File: src/design/rlf_pkg.sv
// shared types and constants of the page framebuffer line-fill engine
`timescale 1ns / 1ps

package rlf_pkg;

	// signed working width of the coordinate math, wide enough for any mapped sum
	localparam int CW = 20;
	// clipped coordinate and count width, covers the full panel size range
	localparam int PIX_W = 9;
	// byte address width before the depth check, covers the full panel size range
	localparam int ADDR_W = 13;
	localparam int FRAME_DEPTH = 1024;
	localparam int FRAME_AW = 10;

	localparam logic [1:0] REQ_HLINE = 2'd0;
	localparam logic [1:0] REQ_VLINE = 2'd1;
	localparam logic [1:0] REQ_READ  = 2'd2;

	localparam logic [1:0] COLOR_DARK  = 2'd0;
	localparam logic [1:0] COLOR_LIGHT = 2'd1;
	localparam logic [1:0] COLOR_INV   = 2'd2;
	localparam logic [1:0] COLOR_NOP   = 2'd3;

	localparam logic [1:0] ROT_0   = 2'd0;
	localparam logic [1:0] ROT_90  = 2'd1;
	localparam logic [1:0] ROT_180 = 2'd2;
	localparam logic [1:0] ROT_270 = 2'd3;

	// line mapped onto panel coordinates
	typedef struct packed {
		logic                 vert;
		logic signed [CW-1:0] x;
		logic signed [CW-1:0] y;
		logic signed [CW-1:0] len;
	} rot_t;

	// clipped job handed to the fill engine
	typedef struct packed {
		logic                draw;
		logic                read;
		logic                vert;
		logic [1:0]          op;
		logic [PIX_W-1:0]    fixed;
		logic [PIX_W-1:0]    start;
		logic [PIX_W-1:0]    count;
		logic [FRAME_AW-1:0] read_addr;
	} span_t;

	typedef struct packed {
		logic       busy;
		logic [7:0] rdata;
	} eng_stat_t;

endpackage

File: src/design/rlf_rotate.sv
// rotation mapping of a logical line onto panel coordinates
`timescale 1ns / 1ps

module rlf_rotate import rlf_pkg::*; #(
	parameter int PANEL_WIDTH = 128,
	parameter int PANEL_HEIGHT = 64
) (
	input  logic [1:0]         rotation,
	input  logic [1:0]         req_type,
	input  logic signed [15:0] x_coord,
	input  logic signed [15:0] y_coord,
	input  logic signed [15:0] length,
	output rot_t               rot
);

	localparam logic signed [CW-1:0] W_C = CW'(PANEL_WIDTH);
	localparam logic signed [CW-1:0] H_C = CW'(PANEL_HEIGHT);
	localparam logic signed [CW-1:0] ONE = CW'(1);

	logic signed [CW-1:0] xe, ye, xs, ys, ln;

	assign xe = {{(CW-16){x_coord[15]}}, x_coord};
	assign ye = {{(CW-16){y_coord[15]}}, y_coord};
	assign ln = {{(CW-16){length[15]}}, length};
	// odd rotations swap the axes
	assign xs = rotation[0] ? ye : xe;
	assign ys = rotation[0] ? xe : ye;

	always_comb begin
		rot.x = xs;
		rot.y = ys;
		rot.len = ln;
		rot.vert = ((req_type == REQ_HLINE) == rotation[0]);
		if (req_type == REQ_HLINE) begin
			case (rotation)
				ROT_90: begin
					rot.x = W_C - ONE - xs;
				end
				ROT_180: begin
					rot.x = W_C - xs - ln;
					rot.y = H_C - ONE - ys;
				end
				ROT_270: begin
					rot.y = H_C - ys - ln;
				end
				default: begin
				end
			endcase
		end else begin
			case (rotation)
				ROT_90: begin
					rot.x = W_C - xs - ln;
				end
				ROT_180: begin
					rot.x = W_C - ONE - xs;
					rot.y = H_C - ys - ln;
				end
				ROT_270: begin
					rot.y = H_C - ONE - ys;
				end
				default: begin
				end
			endcase
		end
	end

endmodule

File: config.mk
export PLATFORM = sky130hd
export DESIGN_NAME = rlf_rotate
export DESIGN_NICKNAME = d
export VERILOG_FILES = /design/src/design/rlf_pkg.sv /design/src/design/rlf_rotate.sv
export SDC_FILE = /design/constraint.sdc
export NUM_CORES = 1
export LEC_CHECK = 0
export BUFFER_PORTS_ARGS = -buffer_cell sky130_fd_sc_hd__buf_2
export CAP_MARGIN = 0
export CORE_MARGIN = 2
export CORE_UTILIZATION = 26
export DETAILED_ROUTE_END_ITERATION = 7
export PLACE_DENSITY = 0.46
export SYNTH_ARGS = -nofsm -noshare
export SYNTH_HDL_FRONTEND = slang
export SYNTH_SLANG_ARGS = --single-unit
File: constraint.sdc
create_clock -name vclk -period 9.26
set_input_delay 0.926 -clock vclk [all_inputs]
set_output_delay 0.926 -clock vclk [all_outputs]
set_load 0.1 [all_outputs]
==> impl_metrics.prom <==
# TYPE chip_impl_metric gauge
chip_impl_info{name="post_synth_main_area_contributors",value="sky130_fd_sc_hd__ha_1, sky130_fd_sc_hd__mux2i_1, sky130_fd_sc_hd__a21oi_1"} 1
chip_impl_metric{name="finalSetupViolations",unit=""} 0
chip_impl_metric{name="grt_pass1_vias",unit=""} 4079
chip_impl_metric{name="synth_cell_types",unit=""} 60
chip_impl_metric{name="netlist_instances",unit=""} 522
chip_impl_metric{name="fillers",unit=""} 1614
chip_impl_metric{name="instance_count_along_the_most_critical_hold_path",unit=""} 2
chip_impl_metric{name="drt_iter0_markers",unit=""} 196
chip_impl_metric{name="cts.repair_timing.setup_buffer_count",unit=""} 0
chip_impl_metric{name="grt_antenna_before_repair",unit=""} 0
chip_impl_metric{name="die_height",unit="um"} 124
chip_impl_metric{name="post_route_cells_drive_above_1_share",unit="%"} 22.8
chip_impl_metric{name="post-route-min-period",unit="ps"} 5620
chip_impl_metric{name="wl_per_cell",unit="um"} 16.4
chip_impl_info{name="timing_startpoint_of_the_critical_path",value="rotation[0]"} 1
chip_impl_info{name="hold_start",value="length[10]"} 1
chip_impl_metric{name="post-route-drc-count",unit=""} 0
chip_impl_info{name="min_to",value="rot[10]"} 1
chip_impl_metric{name="placementRows",unit=""} 44
chip_impl_metric{name="fin_nets",unit=""} 727
chip_impl_metric{name="antenna_left",unit=""} 0
chip_impl_info{name="status",value="finished clean"} 1
chip_impl_info{name="synth_common_cells",value="sky130_fd_sc_hd__ha_1, sky130_fd_sc_hd__a21oi_1, sky130_fd_sc_hd__inv_1"} 1
chip_impl_metric{name="detailedPlacementHpwl",unit="um"} 11000
chip_impl_metric{name="placed_area",unit="um^2"} 4360
chip_impl_info{name="setup.worst_path.start_class",value="input port"} 1
chip_impl_metric{name="floorplan.die_area",unit="um^2"} 15500
chip_impl_metric{name="tightest_slew",unit="ps"} 750
chip_impl_metric{name="finalSetupTns",unit="ps"} 0
chip_impl_metric{name="antenna_cells_inserted",unit=""} 0
chip_impl_metric{name="port_buffers",unit=""} 113
chip_impl_metric{name="postSynthNetCount",unit=""} 645
chip_impl_metric{name="global_route_wire_length_before_repair",unit="um"} 20700
chip_impl_info{name="grt_setup_unrepaired",value="false"} 1
chip_impl_metric{name="vias_per_cell",unit=""} 5.22
chip_impl_info{name="synthMostInstantiatedCell",value="sky130_fd_sc_hd__ha_1"} 1
chip_impl_info{name="worstSetupPathType",value="in2out"} 1
chip_impl_metric{name="critPathRequiredTime",unit="ps"} 8330
chip_impl_metric{name="power.static_leakage",unit="nW"} 2.16
chip_impl_metric{name="globalRouteTotalUtil",unit="%"} 15.9
chip_impl_metric{name="pwr_density_cell",unit="nW/um^2"} 144
chip_impl_metric{name="max_cap_violations",unit=""} 0
chip_impl_metric{name="ff_latch_area",unit="um^2"} 0
chip_impl_metric{name="cts_resized",unit=""} 0
chip_impl_metric{name="finalCritPeriodShare",unit="%"} 60.7
chip_impl_metric{name="timing.critical_path.arrival",unit="ps"} 4690
chip_impl_metric{name="gr-total-overflow",unit=""} 0
chip_impl_metric{name="sequential_cell_total",unit=""} 0
chip_impl_metric{name="synth.cell_area",unit="um^2"} 3770
chip_impl_metric{name="synth.yosys.seq_area_share",unit="%"} 0
chip_impl_metric{name="ir_worst_vdd",unit="mV"} 0.101
chip_impl_metric{name="firstDrtPassIters",unit=""} 4
chip_impl_metric{name="largest_net_degree_at_the_start_of_global_routing",unit=""} 50
chip_impl_metric{name="hold_violations",unit=""} 0
chip_impl_metric{name="area.growth.synth_to_final",unit="%"} 15.6
chip_impl_metric{name="floorplan.core_area",unit="um^2"} 14400
chip_impl_metric{name="layout.clock_buffers",unit=""} 0
chip_impl_metric{name="wl",unit="um"} 12900
chip_impl_metric{name="routed-via-count",unit=""} 4105
chip_impl_metric{name="slew_headroom",unit="%"} 50.0
chip_impl_metric{name="multiInputGateArea",unit="um^2"} 3380
chip_impl_metric{name="ios",unit=""} 113
chip_impl_metric{name="die_w",unit="um"} 124
chip_impl_metric{name="max_freq",unit="GHz"} 0.178
chip_impl_info{name="synth_top_area_cell",value="sky130_fd_sc_hd__ha_1"} 1
chip_impl_info{name="type_of_the_tightest_min_delay_check",value="in2out"} 1
chip_impl_info{name="endpoint_kind",value="output pin"} 1
chip_impl_metric{name="slew_violations",unit=""} 0
chip_impl_metric{name="postSynthAreaPerCell",unit="um^2"} 7.22
chip_impl_metric{name="finalWeightedCongestion",unit=""} 0.885
chip_impl_metric{name="synth_warn",unit=""} 0
chip_impl_metric{name="hold_buffers",unit=""} 0
chip_impl_metric{name="fraction_of_post_synthesis_cell_area_in_the_top_cell_type_by_area",unit="%"} 22.9
chip_impl_metric{name="initial_util",unit="%"} 26.2
chip_impl_metric{name="path_max_fanout",unit=""} 49
chip_impl_metric{name="final_area",unit="um^2"} 4360
## final cells by class
cell class	instances	share of cell area, %
well taps	184	5.28
inverters	43	3.70
repair buffers	116	13.5
multi-input cells	443	77.5
## routing by layer
layer	GRT usage, %	part of all wire, %	vias to the layer above
met3	0.945	4.2	8
li1	-	-	2092
met2	28.4	47	125
met4	2.18	1.5	0
met1	21.5	48	1880
met5	0	0	-
## critical path, cell delays in order
cell	delay, ps
sky130_fd_sc_hd__buf_2	80
sky130_fd_sc_hd__buf_4	530
sky130_fd_sc_hd__mux2_2	430
sky130_fd_sc_hd__ha_1	280
sky130_fd_sc_hd__inv_1	40
sky130_fd_sc_hd__ha_1	220
sky130_fd_sc_hd__fa_1	430
sky130_fd_sc_hd__a211oi_1	330
sky130_fd_sc_hd__o21a_1	240
sky130_fd_sc_hd__o21ai_0	170
sky130_fd_sc_hd__a22oi_1	300
sky130_fd_sc_hd__a21oi_1	120
sky130_fd_sc_hd__o21ai_0	160
sky130_fd_sc_hd__buf_2	440
## worst max-delay path by stage
stage | depth (start not counted) | end | slack [ps]
finish | 14 | rot[37] | 3640
global route | 14 | rot[37] | 3310
CTS | 14 | rot[39] | 3610
detailed placement | 14 | rot[39] | 3620
global placement | 14 | rot[39] | 3720
floorplan | 14 | rot[37] | 2550
## through the flow
step | hold WS (ps) | std cells | power (mW) | setup WS, ps | util (%)
finish | 2240 | 786 | 0.627 | 3640 | 30.3
global route | 2240 | 786 | 0.673 | 3310 | 30.3
CTS | 2240 | 786 | 0.629 | 3610 | 30.3
detailed placement | 2240 | 786 | 0.626 | 3620 | 30.3
global placement | 2240 | 786 | 0.626 | 3720 | 30.3
floorplan | 2060 | 522 | 0.519 | 2550 | -
## cell usage in the layout (no fill, tap or decap), types with 7 or more instances in the layout
cell,count
sky130_fd_sc_hd__buf_2,113
sky130_fd_sc_hd__ha_1,69
sky130_fd_sc_hd__a21oi_1,44
sky130_fd_sc_hd__inv_1,43
sky130_fd_sc_hd__nand2_1,36
sky130_fd_sc_hd__nor2_1,33
sky130_fd_sc_hd__o21ai_0,30
sky130_fd_sc_hd__mux2i_1,26
sky130_fd_sc_hd__a21o_1,18
sky130_fd_sc_hd__xnor2_1,16
sky130_fd_sc_hd__nor3_1,15
sky130_fd_sc_hd__nand3_1,14
sky130_fd_sc_hd__xor2_1,12
sky130_fd_sc_hd__o21a_1,10
sky130_fd_sc_hd__o221ai_1,9
sky130_fd_sc_hd__a221oi_1,8
sky130_fd_sc_hd__o22ai_1,7
sky130_fd_sc_hd__a211oi_1,7
## report_power, final
| group | switching [mW] | internal (mW) |
|---|---|---|
| Combinational | 0.466 | 0.161 |
| Sequential | 0 | 0 |
| Clock | 0 | 0 |
## cell families after synthesis
group           after synthesis  synth area share, %
simple gates                132                 17.5
xor+xnor                     28                 6.50
buf+inv                      79                 10.4
mux                          36                 10.2
compound gates              176                 31.5
fa+ha+maj                    71                 24.0
(Power assumes the default switching activity.)
