[src/design/rlf_pkg.sv]
// shared types and constants of the page framebuffer line-fill engine
`timescale 1ns / 1ps

package rlf_pkg;

	// signed working width of the coordinate math, wide enough for any mapped sum
	localparam int CW = 20;
	// clipped coordinate and count width, covers the full panel size range
	localparam int PIX_W = 9;
	// byte address width before the depth check, covers the full panel size range
	localparam int ADDR_W = 13;
	localparam int FRAME_DEPTH = 1024;
	localparam int FRAME_AW = 10;

	localparam logic [1:0] REQ_HLINE = 2'd0;
	localparam logic [1:0] REQ_VLINE = 2'd1;
	localparam logic [1:0] REQ_READ  = 2'd2;

	localparam logic [1:0] COLOR_DARK  = 2'd0;
	localparam logic [1:0] COLOR_LIGHT = 2'd1;
	localparam logic [1:0] COLOR_INV   = 2'd2;
	localparam logic [1:0] COLOR_NOP   = 2'd3;

	localparam logic [1:0] ROT_0   = 2'd0;
	localparam logic [1:0] ROT_90  = 2'd1;
	localparam logic [1:0] ROT_180 = 2'd2;
	localparam logic [1:0] ROT_270 = 2'd3;

	// line mapped onto panel coordinates
	typedef struct packed {
		logic                 vert;
		logic signed [CW-1:0] x;
		logic signed [CW-1:0] y;
		logic signed [CW-1:0] len;
	} rot_t;

	// clipped job handed to the fill engine
	typedef struct packed {
		logic                draw;
		logic                read;
		logic                vert;
		logic [1:0]          op;
		logic [PIX_W-1:0]    fixed;
		logic [PIX_W-1:0]    start;
		logic [PIX_W-1:0]    count;
		logic [FRAME_AW-1:0] read_addr;
	} span_t;

	typedef struct packed {
		logic       busy;
		logic [7:0] rdata;
	} eng_stat_t;

endpackage

[src/design/rlf_clip.sv]
// clipping of a mapped line against the panel and job classification
`timescale 1ns / 1ps

module rlf_clip import rlf_pkg::*; #(
	parameter int PANEL_WIDTH = 128,
	parameter int PANEL_HEIGHT = 64
) (
	input  rot_t                rot,
	input  logic [1:0]          req_type,
	input  logic [1:0]          color,
	input  logic [FRAME_AW-1:0] read_addr,
	output span_t               span
);

	localparam logic signed [CW-1:0] W_C = CW'(PANEL_WIDTH);
	localparam logic signed [CW-1:0] H_C = CW'(PANEL_HEIGHT);

	logic signed [CW-1:0] fix, s, s1, n1, n2, lim_f, lim_a;
	logic                 in_fix, is_line;

	// fixed axis and running axis depend on the drawn direction
	assign fix   = rot.vert ? rot.x : rot.y;
	assign s     = rot.vert ? rot.y : rot.x;
	assign lim_f = rot.vert ? W_C : H_C;
	assign lim_a = rot.vert ? H_C : W_C;

	assign s1 = s[CW-1] ? '0 : s;
	assign n1 = s[CW-1] ? rot.len + s : rot.len;
	assign n2 = (s1 + n1 > lim_a) ? lim_a - s1 : n1;

	assign in_fix  = !fix[CW-1] && (fix < lim_f);
	assign is_line = (req_type == REQ_HLINE) || (req_type == REQ_VLINE);

	always_comb begin
		span.draw      = is_line && in_fix && !n2[CW-1] && (n2 != '0) && (color != COLOR_NOP);
		span.read      = (req_type == REQ_READ);
		span.vert      = rot.vert;
		span.op        = color;
		span.fixed     = fix[PIX_W-1:0];
		span.start     = s1[PIX_W-1:0];
		span.count     = n2[PIX_W-1:0];
		span.read_addr = read_addr;
	end

endmodule

[config.mk]
export PLATFORM = sky130hd
export DESIGN_NAME = rlf_clip
export DESIGN_NICKNAME = d
export VERILOG_FILES = /design/src/design/rlf_pkg.sv /design/src/design/rlf_clip.sv
export SDC_FILE = /design/constraint.sdc
export NUM_CORES = 1
export LEC_CHECK = 0
export ABC_AREA = 1
export BUFFER_PORTS_ARGS = -buffer_cell sky130_fd_sc_hd__buf_4
export CELL_PAD_IN_SITES_DETAIL_PLACEMENT = 1
export CELL_PAD_IN_SITES_GLOBAL_PLACEMENT = 1
export CORE_UTILIZATION = 36
export DETAILED_ROUTE_END_ITERATION = 10
export GPL_TIMING_DRIVEN = 1
export PLACE_DENSITY_LB_ADDON = 0.08
export RECOVER_POWER = 100
export SLEW_MARGIN = 20
export SYNTH_ARGS = -nofsm -noshare
export SYNTH_HDL_FRONTEND = slang
export SYNTH_SLANG_ARGS = --single-unit
[constraint.sdc]
create_clock -name vclk -period 5.85
set_clock_uncertainty 0.15 [all_clocks]
set_input_delay 0.2925 -clock vclk [all_inputs]
set_output_delay 0.2925 -clock vclk [all_outputs]
set_load 0.01 [all_outputs]
==> results of run 1 <==
what timing repair did:
item	in CTS	in global routing
pin swaps	1	10
endpoints found under the setup margin	1	10
gates cloned	0	1
buffers inserted	1	10
gates resized for setup	5	56
hold buffers	0	0
metal layers:
layer,share of wire [%],up-vias
li1,-,2711
met1,45,2487
met2,46,172
met3,6.0,30
met4,3.3,0
met5,0,-
cell type report:
type / count / area [um^2]
Fill cell: 1631 / 5819
Inverter: 130 / 504.2
Multi-Input combinational cell: 638 / 3603
Timing Repair Buffer: 118 / 833.3
Tap cell: 140 / 175.2
cell usage in the layout, fill, tap and decap left out, drive strengths merged, types with 2 or more instances in the layout:
cell type | netlist | layout
ha | 47 | 47
o21ai | 52 | 52
nand2 | 253 | 254
nand4 | 13 | 13
a21oi | 45 | 45
o211ai | 2 | 2
nand3b | 6 | 6
xnor2 | 7 | 7
fa | 2 | 2
nand3 | 59 | 59
o21bai | 2 | 2
clkbuf | 7 | 14
nor4 | 4 | 4
xor2 | 20 | 20
buf | 19 | 104
nor3 | 10 | 10
a21o | 5 | 5
or2 | 10 | 10
inv | 130 | 128
a21boi | 2 | 2
nor2 | 91 | 91
final timing paths:
check	from	to	slack, ps
max	rot[60]	span[41]	330
min	read_addr[4]	span[4]	440
cells by family after synthesis:
| kind of cell | after synthesis | synth area share (%) |
|---|---|---|
| compound gates | 114 | 15.18 |
| xor+xnor | 27 | 5.796 |
| fa+ha+maj | 49 | 15.39 |
| buf+inv | 156 | 16.56 |
| simple gates | 447 | 47.07 |
where the power goes:
group | total [mW] | switching, mW | internal [mW]
logic | 0.844 | 0.528 | 0.316
clock network | 0 | 0 | 0
registers | 0 | 0 | 0
total | 0.844 | 0.528 | 0.316
cells in the mapped netlist, types with 2 or more instances:
library cell,n
sky130_fd_sc_hd__nand2_1,245
sky130_fd_sc_hd__xnor2_1,7
sky130_fd_sc_hd__o211ai_1,2
sky130_fd_sc_hd__buf_6,5
sky130_fd_sc_hd__nand3_1,58
sky130_fd_sc_hd__nand2_2,5
sky130_fd_sc_hd__nor4_1,4
sky130_fd_sc_hd__or2_2,10
sky130_fd_sc_hd__xor2_1,20
sky130_fd_sc_hd__buf_4,13
sky130_fd_sc_hd__nand3b_1,6
sky130_fd_sc_hd__a21oi_1,45
sky130_fd_sc_hd__nor3_1,9
sky130_fd_sc_hd__o21bai_1,2
sky130_fd_sc_hd__fa_1,2
sky130_fd_sc_hd__o21ai_0,49
sky130_fd_sc_hd__inv_1,128
sky130_fd_sc_hd__a21o_1,5
sky130_fd_sc_hd__clkbuf_1,7
sky130_fd_sc_hd__ha_1,47
sky130_fd_sc_hd__nor2_1,89
sky130_fd_sc_hd__nand2_4,3
sky130_fd_sc_hd__nand4_1,13
sky130_fd_sc_hd__o21ai_1,2
sky130_fd_sc_hd__a21boi_0,2
==> results summary, run 1 <==
The residual DRC count is 0. The summed area of non-filler cells in the final layout came out at 5116 um^2. The number of cell rows came out at 38. The area taken by flip-flops and latches is 0 um^2. The min-delay analysis places its worst path in the category in -> out. The cell depth of the worst setup path came out at 31. The via count of the first global-routing pass is 5400. The kind of cell adding the most delay to the critical path is simple AND/OR/NAND/NOR gates. Global routing used 49.23% of the available met2 tracks.

The fmax came out at 0.1812 GHz. The static leakage came out at 2.944 nW. The flow ran to the end, and the final reports show no timing, DRC or antenna violations.

The combined area of all synthesized cells is 4080 um^2. In the final routed layout, each cell accounts on average for 16.75 um. The combined global-route utilization of all metal layers is 28.61%. For the final routed database, the setup TNS stands at 0 ps.

The count of yosys warnings during synthesis came out at 0. The post-synthesis net count came out at 917. The worst-margin pin slew came out at 599.9 ps.

The worst hold slack came out at 435.0 ps. The placed standard-cell area came out at 4873 um^2. The number of different library cells in the post-synthesis netlist came out at 40.

The die footprint came out at 11760 um^2. Detailed placement finished with a half-perimeter wire length of 14860 um. Once the floorplan was initialized, standard cells occupied 37.31% of the core. The via-per-instance ratio is 5.263. The global-route wire length before repair came out at 26640 um. Global routing consumed, on the met3 layer, 1.206% of the routing resources. The number of cells produced by synthesis is 793. The endpoint class of the critical path is a primary output. The area added between synthesis and finish is 25.39%. The final layout contains routed wiring with a total length of 17190 um. The share of cells above drive strength 1 is 18.96%.

The width of the die came out at 108.5 um. The biggest area contributor in the post-synthesis netlist is sky130_fd_sc_hd__nand2_1. The count of nets left with antenna violations after detail routing came out at 0. The share of the clock period used by the worst path after layout came out at 94.34%. In this design, the stage delay of the slowest critical-path cell is 350 ps.

The final setup violation count is 0. The clock period minus worst slack is 5519 ps. Counting stages on the worst path, the most repeated cell is sky130_fd_sc_hd__nand2_1. The worst endpoint data arrival time is 5080 ps. 0 antenna diodes ended up in the layout. Routability-driven placement finished with a final weighted congestion of 0.9669. The number of violations reported at the end of detailed-routing iteration 0 came out at 273. The number of placed cells counting well taps is 1014. Counting both buffers and inverters, the worst setup path holds a total of 4. The number of clock buffer instances in the layout is 0. met2 is the most crowded layer.

The final-report max-slew violation count came out at 0. The initial antenna violation count came to 0. The power density over the cells is 165.0 nW/um^2. The average cell area after synthesis came out at 5.145 um^2. The number of cells on the worst hold path came out at 0. The total design power is 0.8442 mW. The number of nets in the layout came out at 1012.

The core region is 10940 um^2. The overall via count from detail_route came out at 5400. The worst setup path is of the in -> out kind.

The final standard cell utilization of the core came out at 46.78%. For this run, the number of standard cells in the final layout without fillers is 1026. The largest fanout on the critical path is 25. In the finished design the tool counted flip-flops and latches totalling 0. The final count of hold timing violations is 0. From bottom edge to top edge, the die measures 108.5 um. Across the run, the number of max-cap violations was 0. The count of buffers inserted at the top-level ports is 97. By area the synthesized netlist is led by sky130_fd_sc_hd__nand2_1, sky130_fd_sc_hd__ha_1, sky130_fd_sc_hd__inv_1. In this run the tightest slew margin relative to its limit is 59.48%. Entering global routing, the biggest net connects 26 pins. The first detailed-routing pass ran for 4 iterations. The worst-case vdd ir drop came out at 89.16 uV. After synthesis, flip-flops and latches occupy 0% of the total area. The worst setup timing slack at the placement stage came out at -149.7 ps. The met1 routing resource usage after global routing came out at 38.46%.

The kind of start point of the critical path is an input pin. The number of top-level pins came out at 117. Data on the critical path is required at its endpoint by 5410 ps. Summed over its instances, the top area cell type makes up 22.54% of the synthesized netlist area.

The final worst slack came out at 330.8 ps. The worst-path cell with the longest stage delay is sky130_fd_sc_hd__ha_1. The sum of overflow across all layers after global routing is 0.
Note: power is estimated with default switching activity, not from simulation.
==> inputs of run 2 (changes only) <==
--- a/config.mk
+++ b/config.mk
@@ -13,5 +13,5 @@
 export DETAILED_ROUTE_END_ITERATION = 10
 export GPL_TIMING_DRIVEN = 1
-export PLACE_DENSITY_LB_ADDON = 0.08
+export PLACE_DENSITY_LB_ADDON = 0.1
 export RECOVER_POWER = 100
 export SLEW_MARGIN = 20
==> constraint.sdc (replaced) <==
create_clock -name vclk -period 5.85
set_clock_uncertainty 0.15 [all_clocks]
set_input_delay 1.17 -clock vclk [all_inputs]
set_output_delay 1.17 -clock vclk [all_outputs]
set_load 0.01 [all_outputs]
==> run 2 against run 1 <==
- the flow now stops in global routing
- synthesized cell count stayed put
- synthesized area is the same
==> results summary, run 2 <==
The floorplan step set the die height to 108.5 um. The post-synthesis net count is 917. The combined global-route utilization of all metal layers came out at 79.70%.

The count of yosys warnings during synthesis is 0. The placed instances occupy a cell area of 6579 um^2. The run ended at global routing. The number of placed cells counting well taps is 1221. The combined area of all synthesized cells is 4080 um^2. The routability-driven placement congestion ratio is 0.9581.

Counting distinct cell types in the post-synthesis netlist gives 40. The xor-xnor portion of the synthesized cell area came out at 5.796%. Summing the areas of all fa, ha and maj instances in the mapped netlist gives 15.39% of the synthesized area. Of the post-synthesis cell area, the part taken by muxes is 0%. The commonest cells after synthesis are sky130_fd_sc_hd__nand2_1, sky130_fd_sc_hd__inv_1, sky130_fd_sc_hd__nor2_1. The first error in the log reads "[ERROR GRT-0232] Routing congestion too high. Check the congestion heatmap in the GUI". For this design the top-level I/O count stands at 117. The maximum number of pins on one net before global-route repair is 26. The fraction of the yosys area taken by sequential cells came out at 0%. The HPWL after detailed placement is 19240 um.

The count of buffers inserted at the top-level ports came out at 97. The initial cell density of the core is 37.31%. The largest family of logic cells by synthesized area is simple AND/OR/NAND/NOR gates. The number of cell rows came out at 38.

Of all cell types, the one taking the most synthesized area is sky130_fd_sc_hd__nand2_1. By area the synthesized netlist is led by sky130_fd_sc_hd__nand2_1, sky130_fd_sc_hd__ha_1, sky130_fd_sc_hd__inv_1. The area fraction in compound gates after synthesis is 15.18%.

For this design, the CTS-stage hold fixing added 0 buffers. The proportion of netlist area held by the largest area contributor is 22.54%. The average cell area after synthesis came out at 5.145 um^2. The run stopped with a tool error. The width of the die is 108.5 um. The synthesized netlist devotes 47.07% of its cell area to simple gates. The sum of overflow across all layers after global routing came out at 179. The type of the worst endpoint after the last repair is an output port. The most common cell in the synthesized netlist is sky130_fd_sc_hd__nand2_1. The cell count after synthesis came out at 793. When the global-route repair_timing finished, the worst setup path ended at span[41].
-- run 2: cells by family after synthesis --
group           after synthesis
xor+xnor                     27
compound gates              114
buf+inv                     156
simple gates                447
fa+ha+maj                    49
-- run 2: repair_timing --
action                                  CTS
endpoints found under the setup margin   10
gates cloned                              1
buffers inserted                         23
pin swaps                                14
resized for setup                        44
-- run 2: layer usage --
| layer | overflow | GRT usage (%) |
|---|---|---|
| met3 | 0 | 58.53 |
| met1 | 0 | 75.41 |
| met5 | 0 | 8.929 |
| met2 | 113 | 101.2 |
| met4 | 66 | 94.50 |
-- run 2: metrics by stage --
stage          setup WS [ps]  TNS [ps]
2_1_floorplan         -644.8     -4422
3_3_place_gp           -1086     -9457
3_5_place_dp           -1476    -13050
4_1_cts                -1145    -10130
==> inputs of run 3 (changes only) <==
CELL_PAD_IN_SITES_DETAIL_PLACEMENT = default   (was 1)
CELL_PAD_IN_SITES_GLOBAL_PLACEMENT = default   (was 1)
CORE_UTILIZATION = 40   (was 36)
PLACE_DENSITY_LB_ADDON = 0.15   (was 0.1)
==> run 3 against run 2 <==
- the flow now finishes, with violations (setup timing)
==> results summary, run 3 (synthesis gave the netlist of run 1 again) <==
The run finished, with violations left. The final reports fail on setup timing. Wires add up to 17960 um. STA classifies the critical path endpoint as a primary output.

Registers take 0 um^2. The share of cells above drive strength 1 is 38.23%. The initial antenna violation count is 0. The area added between synthesis and finish came out at 73.47%. The via-per-instance ratio came out at 4.976. The detailed-router iteration count before antenna repair came out at 5.

Across all setup checks in the final design, the least slack found is -1228 ps. The number of cell rows is 36. The via count of the first global-routing pass is 5809. The number of top-level pins came out at 117. The final standard cell utilization of the core is 72.08%.

The share of the clock period used by the worst path after layout is 121.0%. The post-cts hold buffer count came out at 0. The summed area of non-filler cells in the final layout is 7078 um^2.

The count of placed standard cells in the final layout, fillers left out came out at 1242. Routability-driven placement finished with a final weighted congestion of 0.9725. The reported max-cap violation count came out at 0. The worst endpoint data arrival time is 5760 ps. The filler cells instantiated in the layout total 894. The number of clock buffer instances in the layout is 0. Leaving out fill and tap cells, the most frequent cell in the layout is sky130_fd_sc_hd__buf_4. Derived from the worst setup path, the maximum achievable clock frequency is 0.1413 GHz. The power density over the cells is 175.0 nW/um^2. The initial cell density of the core is 41.55%. The final count of hold timing violations came to 0. The die footprint is 10610 um^2. The aggregate negative setup slack came out at -10430 ps. The worst hold path class is in -> out. After detailed routing, the number of remaining DRC violations is 0. The total design power is 1.239 mW. The static leakage is 4.104 nW.

The placed standard-cell area came out at 6507 um^2. The worst-case vdd ir drop is 153.1 uV. The global-route wire length before repair came out at 27170 um. Entering global routing, the biggest net connects 28 pins. Setup repair after global routing could not meet its margin everywhere.

STA classifies the critical path startpoint as an input pin. The number of violations reported at the end of detailed-routing iteration 0 came out at 346. Across all hold checks on the routed design, the worst slack comes to 2190 ps. The placed wire-length estimate is 14580 um. The largest fanout on the critical path came out at 6. Summing over every cut layer, the via total after detailed routing is 6180. The final-report max-slew violation count is 0.

The count of buffers inserted at the top-level ports is 97. The endpoint required time on the critical path came out at 4530 ps. From bottom edge to top edge, the die measures 103.0 um.

The number of placed cells counting well taps is 1209. The area of the core came out at 9819 um^2. In the layout the commonest cells are sky130_fd_sc_hd__buf_4, sky130_fd_sc_hd__nand2_1, sky130_fd_sc_hd__inv_1. Measured against its own limit, the worst slew margin works out to 53.01%. The routed length per placed instance is 14.46 um. The number of antenna diodes in the final layout is 0. The worst-margin pin slew is 698.5 ps. The count of nets left with antenna violations after detail routing is 0. The width of the die is 103.0 um. The final setup violation count came out at 10. At the end of the flow, the number of nets in the layout was 1235. The worst setup timing slack at the placement stage came out at -1219 ps. The count of flip-flops and latches is 0. The clock period minus worst slack came out at 7078 ps.

The combined global-route utilization of all metal layers is 32.91%. The critical path in this run is classified as in -> out. The maximum cell stage delay along the critical path is 360 ps. The largest individual stage delay along the critical path comes from the cell sky130_fd_sc_hd__fa_2.

The sum of overflow across all layers after global routing is 0.
==> run 3: worst paths after layout <==
| path | slack, ps | endpoint | start | depth (start not counted) |
|---|---|---|---|---|
| worst max-delay path | -1230 | span[41] | rot[60] | 40 |
| worst min-delay path | 2190 | span[1] | read_addr[1] | 0 |
==> run 3: layer usage <==
layer	wire, um	track usage [%]	up-vias
met5	0	0	-
met4	501	9.642	0
met3	1065	2.576	38
met2	8466	59.18	230
met1	7927	41.72	2746
li1	-	-	3166
==> run 3: worst max-delay path: cells and delay by family <==
family	cells	cell delay, ps
buffers and inverters	7	690
XOR/XNOR	2	270
AND/OR/NAND/NOR	22	1920
AO/OA/AOI/OAI	5	690
adder cells (fa/ha/maj)	4	1010
==> run 3: timing repair <==
action	4_1_cts	5_1_grt
hold endpoints to repair	0	0
gates resized for setup	34	59
setup buffers	23	8
pin swaps	11	10
gates cloned	3	1
endpoints found under the setup margin	10	10
==> run 3: power breakdown <==
part / internal, mW / total (mW) / switching, mW
registers: 0 / 0 / 0
logic: 0.606 / 1.24 / 0.633
clock network: 0 / 0 / 0
total: 0.606 / 1.24 / 0.633
==> run 3: area by class of cell <==
type                       instances  area, um^2  area share, %
inverter                         130       505.5          7.142
tap                              133       166.4          2.351
timing repair inverter             1       6.256        0.08839
multi-input combinational        638        3780          53.40
timing repair buffer             340        2620          37.02
==> inputs of run 4 (changes only) <==
BUFFER_PORTS_ARGS = default   (was -buffer_cell sky130_fd_sc_hd__buf_4)
DONT_BUFFER_PORTS = 1   (was default)
RECOVER_POWER = 50   (was 100)
==> run 4 against run 3 <==
- sequential share of layout area unchanged
- the run still ends with setup timing left
- non-clock buffer count decreased by 140
- wire length decreased by 9.9%
- fmax increased by 4.6%
- highest routed layer unchanged
- die area unchanged
- setup slack improved by 310 ps
- global-route usage decreased by 3.4 points
- combinational power decreased by 9.7%
==> results summary, run 4 (synthesis gave the netlist of run 1 again) <==
The number of violations reported at the end of detailed-routing iteration 0 is 383. The worst setup path is of the in -> out kind. The number of hold buffers added after CTS was 0. The initial antenna violation count is 0. The reported max-cap violation count is 0. Broken down by cell family, the worst path's largest delay share belongs to simple AND/OR/NAND/NOR gates. Counting tap cells, the placed design contains a total of 1068 instances.

The area added between synthesis and finish came out at 49.31%. The worst-margin pin slew is 638.6 ps. The path with the worst hold slack has its endpoint at span[1].

The design has 0 sequential cells. The fill cell instance count of the final layout came out at 1006. In the routed design, unresolved DRC markers number 0.

The via count of the first global-routing pass is 5220. The number of clock buffer instances in the layout came out at 0. Based on the critical path, the design can be clocked at up to 0.1477 GHz. After routing the design area is 6092 um^2.

In this run the most used layer during global routing was met2. The height of the die came out at 103.0 um. Setup slack on the critical path of the routed design comes to -919.2 ps. The aggregate negative setup slack is -7001 ps. Counting instances, the worst hold path has a depth of 0. The routed length per placed instance came out at 14.70 um.

Leaving out fill and tap cells, the most frequent cell in the layout is sky130_fd_sc_hd__nand2_1. Headroom to the max-slew limit came out at 57.04%. The met2 track demand over resource in global routing is 51.90%. The via-per-instance ratio is 5.168.

The share of cells above drive strength 1 is 31.71%. The endpoint required time on the critical path came out at 4530 ps. The final-report max-slew violation count is 0. The die is 103.0 um wide. The final setup violation count is 10. The checks that failed: setup timing. The worst setup path is captured at a primary output. The maximum cell stage delay along the critical path is 290 ps. The final count of hold timing violations is 0. For this configuration, the core starts out at a cell density of 41.55%. The worst endpoint data arrival time is 5450 ps. The share of the clock period used by the worst path after layout is 115.7%. The overall via count from detail_route came out at 5690. The run finished, with violations left. The count of nets left with antenna violations after detail routing came out at 0. The area taken by flip-flops and latches came out at 0 um^2. The die footprint came out at 10610 um^2. The area of the core is 9819 um^2. The worst-path cell with the longest stage delay is sky130_fd_sc_hd__ha_4. The total design power came out at 1.118 mW. In this run the most critical hold path is launched from read_addr[1]. The repair_antennas step left the layout with diodes totalling 0.

The routability-driven placement congestion ratio came out at 1.017. The met1 routing resource usage after global routing is 37.14%. The static leakage came out at 3.473 nW. In the global route stage, overall resource usage came out at 29.46%. The sum of overflow across all layers after global routing is 0. The power density over the cells came out at 183.5 nW/um^2.

Setup repair after global routing could not meet its margin everywhere. In this run the tool buffered the top-level ports with 0 buffer cells. The global-route wire length before repair came out at 24350 um. The number of top-level pins came out at 117.

The number of buffers and inverters on the critical path came out at 6. The worst-case vdd ir drop came out at 123.5 uV. The detailed-router iteration count before antenna repair came out at 7.

The placed wire-length estimate came out at 13200 um. Leaving out fill and tap cells, the most frequent cells in the layout are sky130_fd_sc_hd__nand2_1, sky130_fd_sc_hd__buf_4, sky130_fd_sc_hd__inv_1. The placed standard-cell area came out at 5461 um^2. For the finished layout, the period the worst path requires is 6769 ps. The post-detailed-routing wire length is 16190 um. The tightest min-delay check is of the in -> out type.

Along the worst path, the maximum fanout reaches 40. The number of nets in the layout is 1094. The maximum number of pins on one net before global-route repair came out at 41. The kind of start point of the critical path is an input pin. Once layout is complete, the cells apart from fillers number 1101. The met3 track demand over resource in global routing came out at 3.729%. The final standard cell utilization of the core is 62.04%.

The floorplan has 36 rows. Among the stages of the critical path, the cell type that occurs most often is sky130_fd_sc_hd__nand2_1.
## run 4: cell types whose count changed in the layout (fill, tap and decap cells not counted), moves of 2 or more
cell,delta
sky130_fd_sc_hd__inv_2,-7
sky130_fd_sc_hd__nor3_1,-2
sky130_fd_sc_hd__nor2_2,+2
sky130_fd_sc_hd__buf_6,-5
sky130_fd_sc_hd__buf_4,-119
sky130_fd_sc_hd__a21oi_2,+2
sky130_fd_sc_hd__clkbuf_4,-2
sky130_fd_sc_hd__o21ai_2,+2
sky130_fd_sc_hd__nor2_1,-2
sky130_fd_sc_hd__clkbuf_1,-15
sky130_fd_sc_hd__nor3_2,+2
sky130_fd_sc_hd__inv_4,+7
## run 4: worst max path at each step
stage / slack (ps) / to / from / depth (start not counted)
2_1_floorplan: -640 / span[41] / rot[60] / 40
3_5_place_dp: -1030 / span[41] / rot[60] / 35
6_report: -920 / span[41] / rot[60] / 35
3_3_place_gp: -850 / span[41] / rot[60] / 36
5_1_grt: -1170 / span[41] / rot[60] / 37
4_1_cts: -810 / span[41] / rot[60] / 37
## run 4: layout make-up
type | count | area [um^2] | area share [%]
tap | 133 | 166.4 | 2.732
inverter | 130 | 525.5 | 8.626
timing repair buffer | 200 | 1607 | 26.37
multi-input combinational | 638 | 3794 | 62.27
## run 4: per-layer routing
metal	part of all wire [%]	vias up
met2	46	249
met4	2.8	0
met3	8.4	45
li1	-	2878
met1	42	2518
met5	0	-
## run 4: what timing repair did
item | 4_1_cts | 5_1_grt
pin swaps | 9 | 12
gates resized for setup | 45 | 59
cloned | 1 | 2
setup buffers | 28 | 7
setup endpoints to repair | 10 | 10
## run 4: per-stage QoR
stage	worst slack [ps]	hold slack [ps]
2_1_floorplan	-644.8	2238
3_3_place_gp	-852.2	2190
3_5_place_dp	-1034	2190
4_1_cts	-811.8	2190
5_1_grt	-1165	2190
6_report	-919.2	2190
## run 4: power by group
| part | switching [mW] | internal, mW |
|---|---|---|
| combinational | 0.591 | 0.527 |
| clock | 0 | 0 |
| sequential | 0 | 0 |
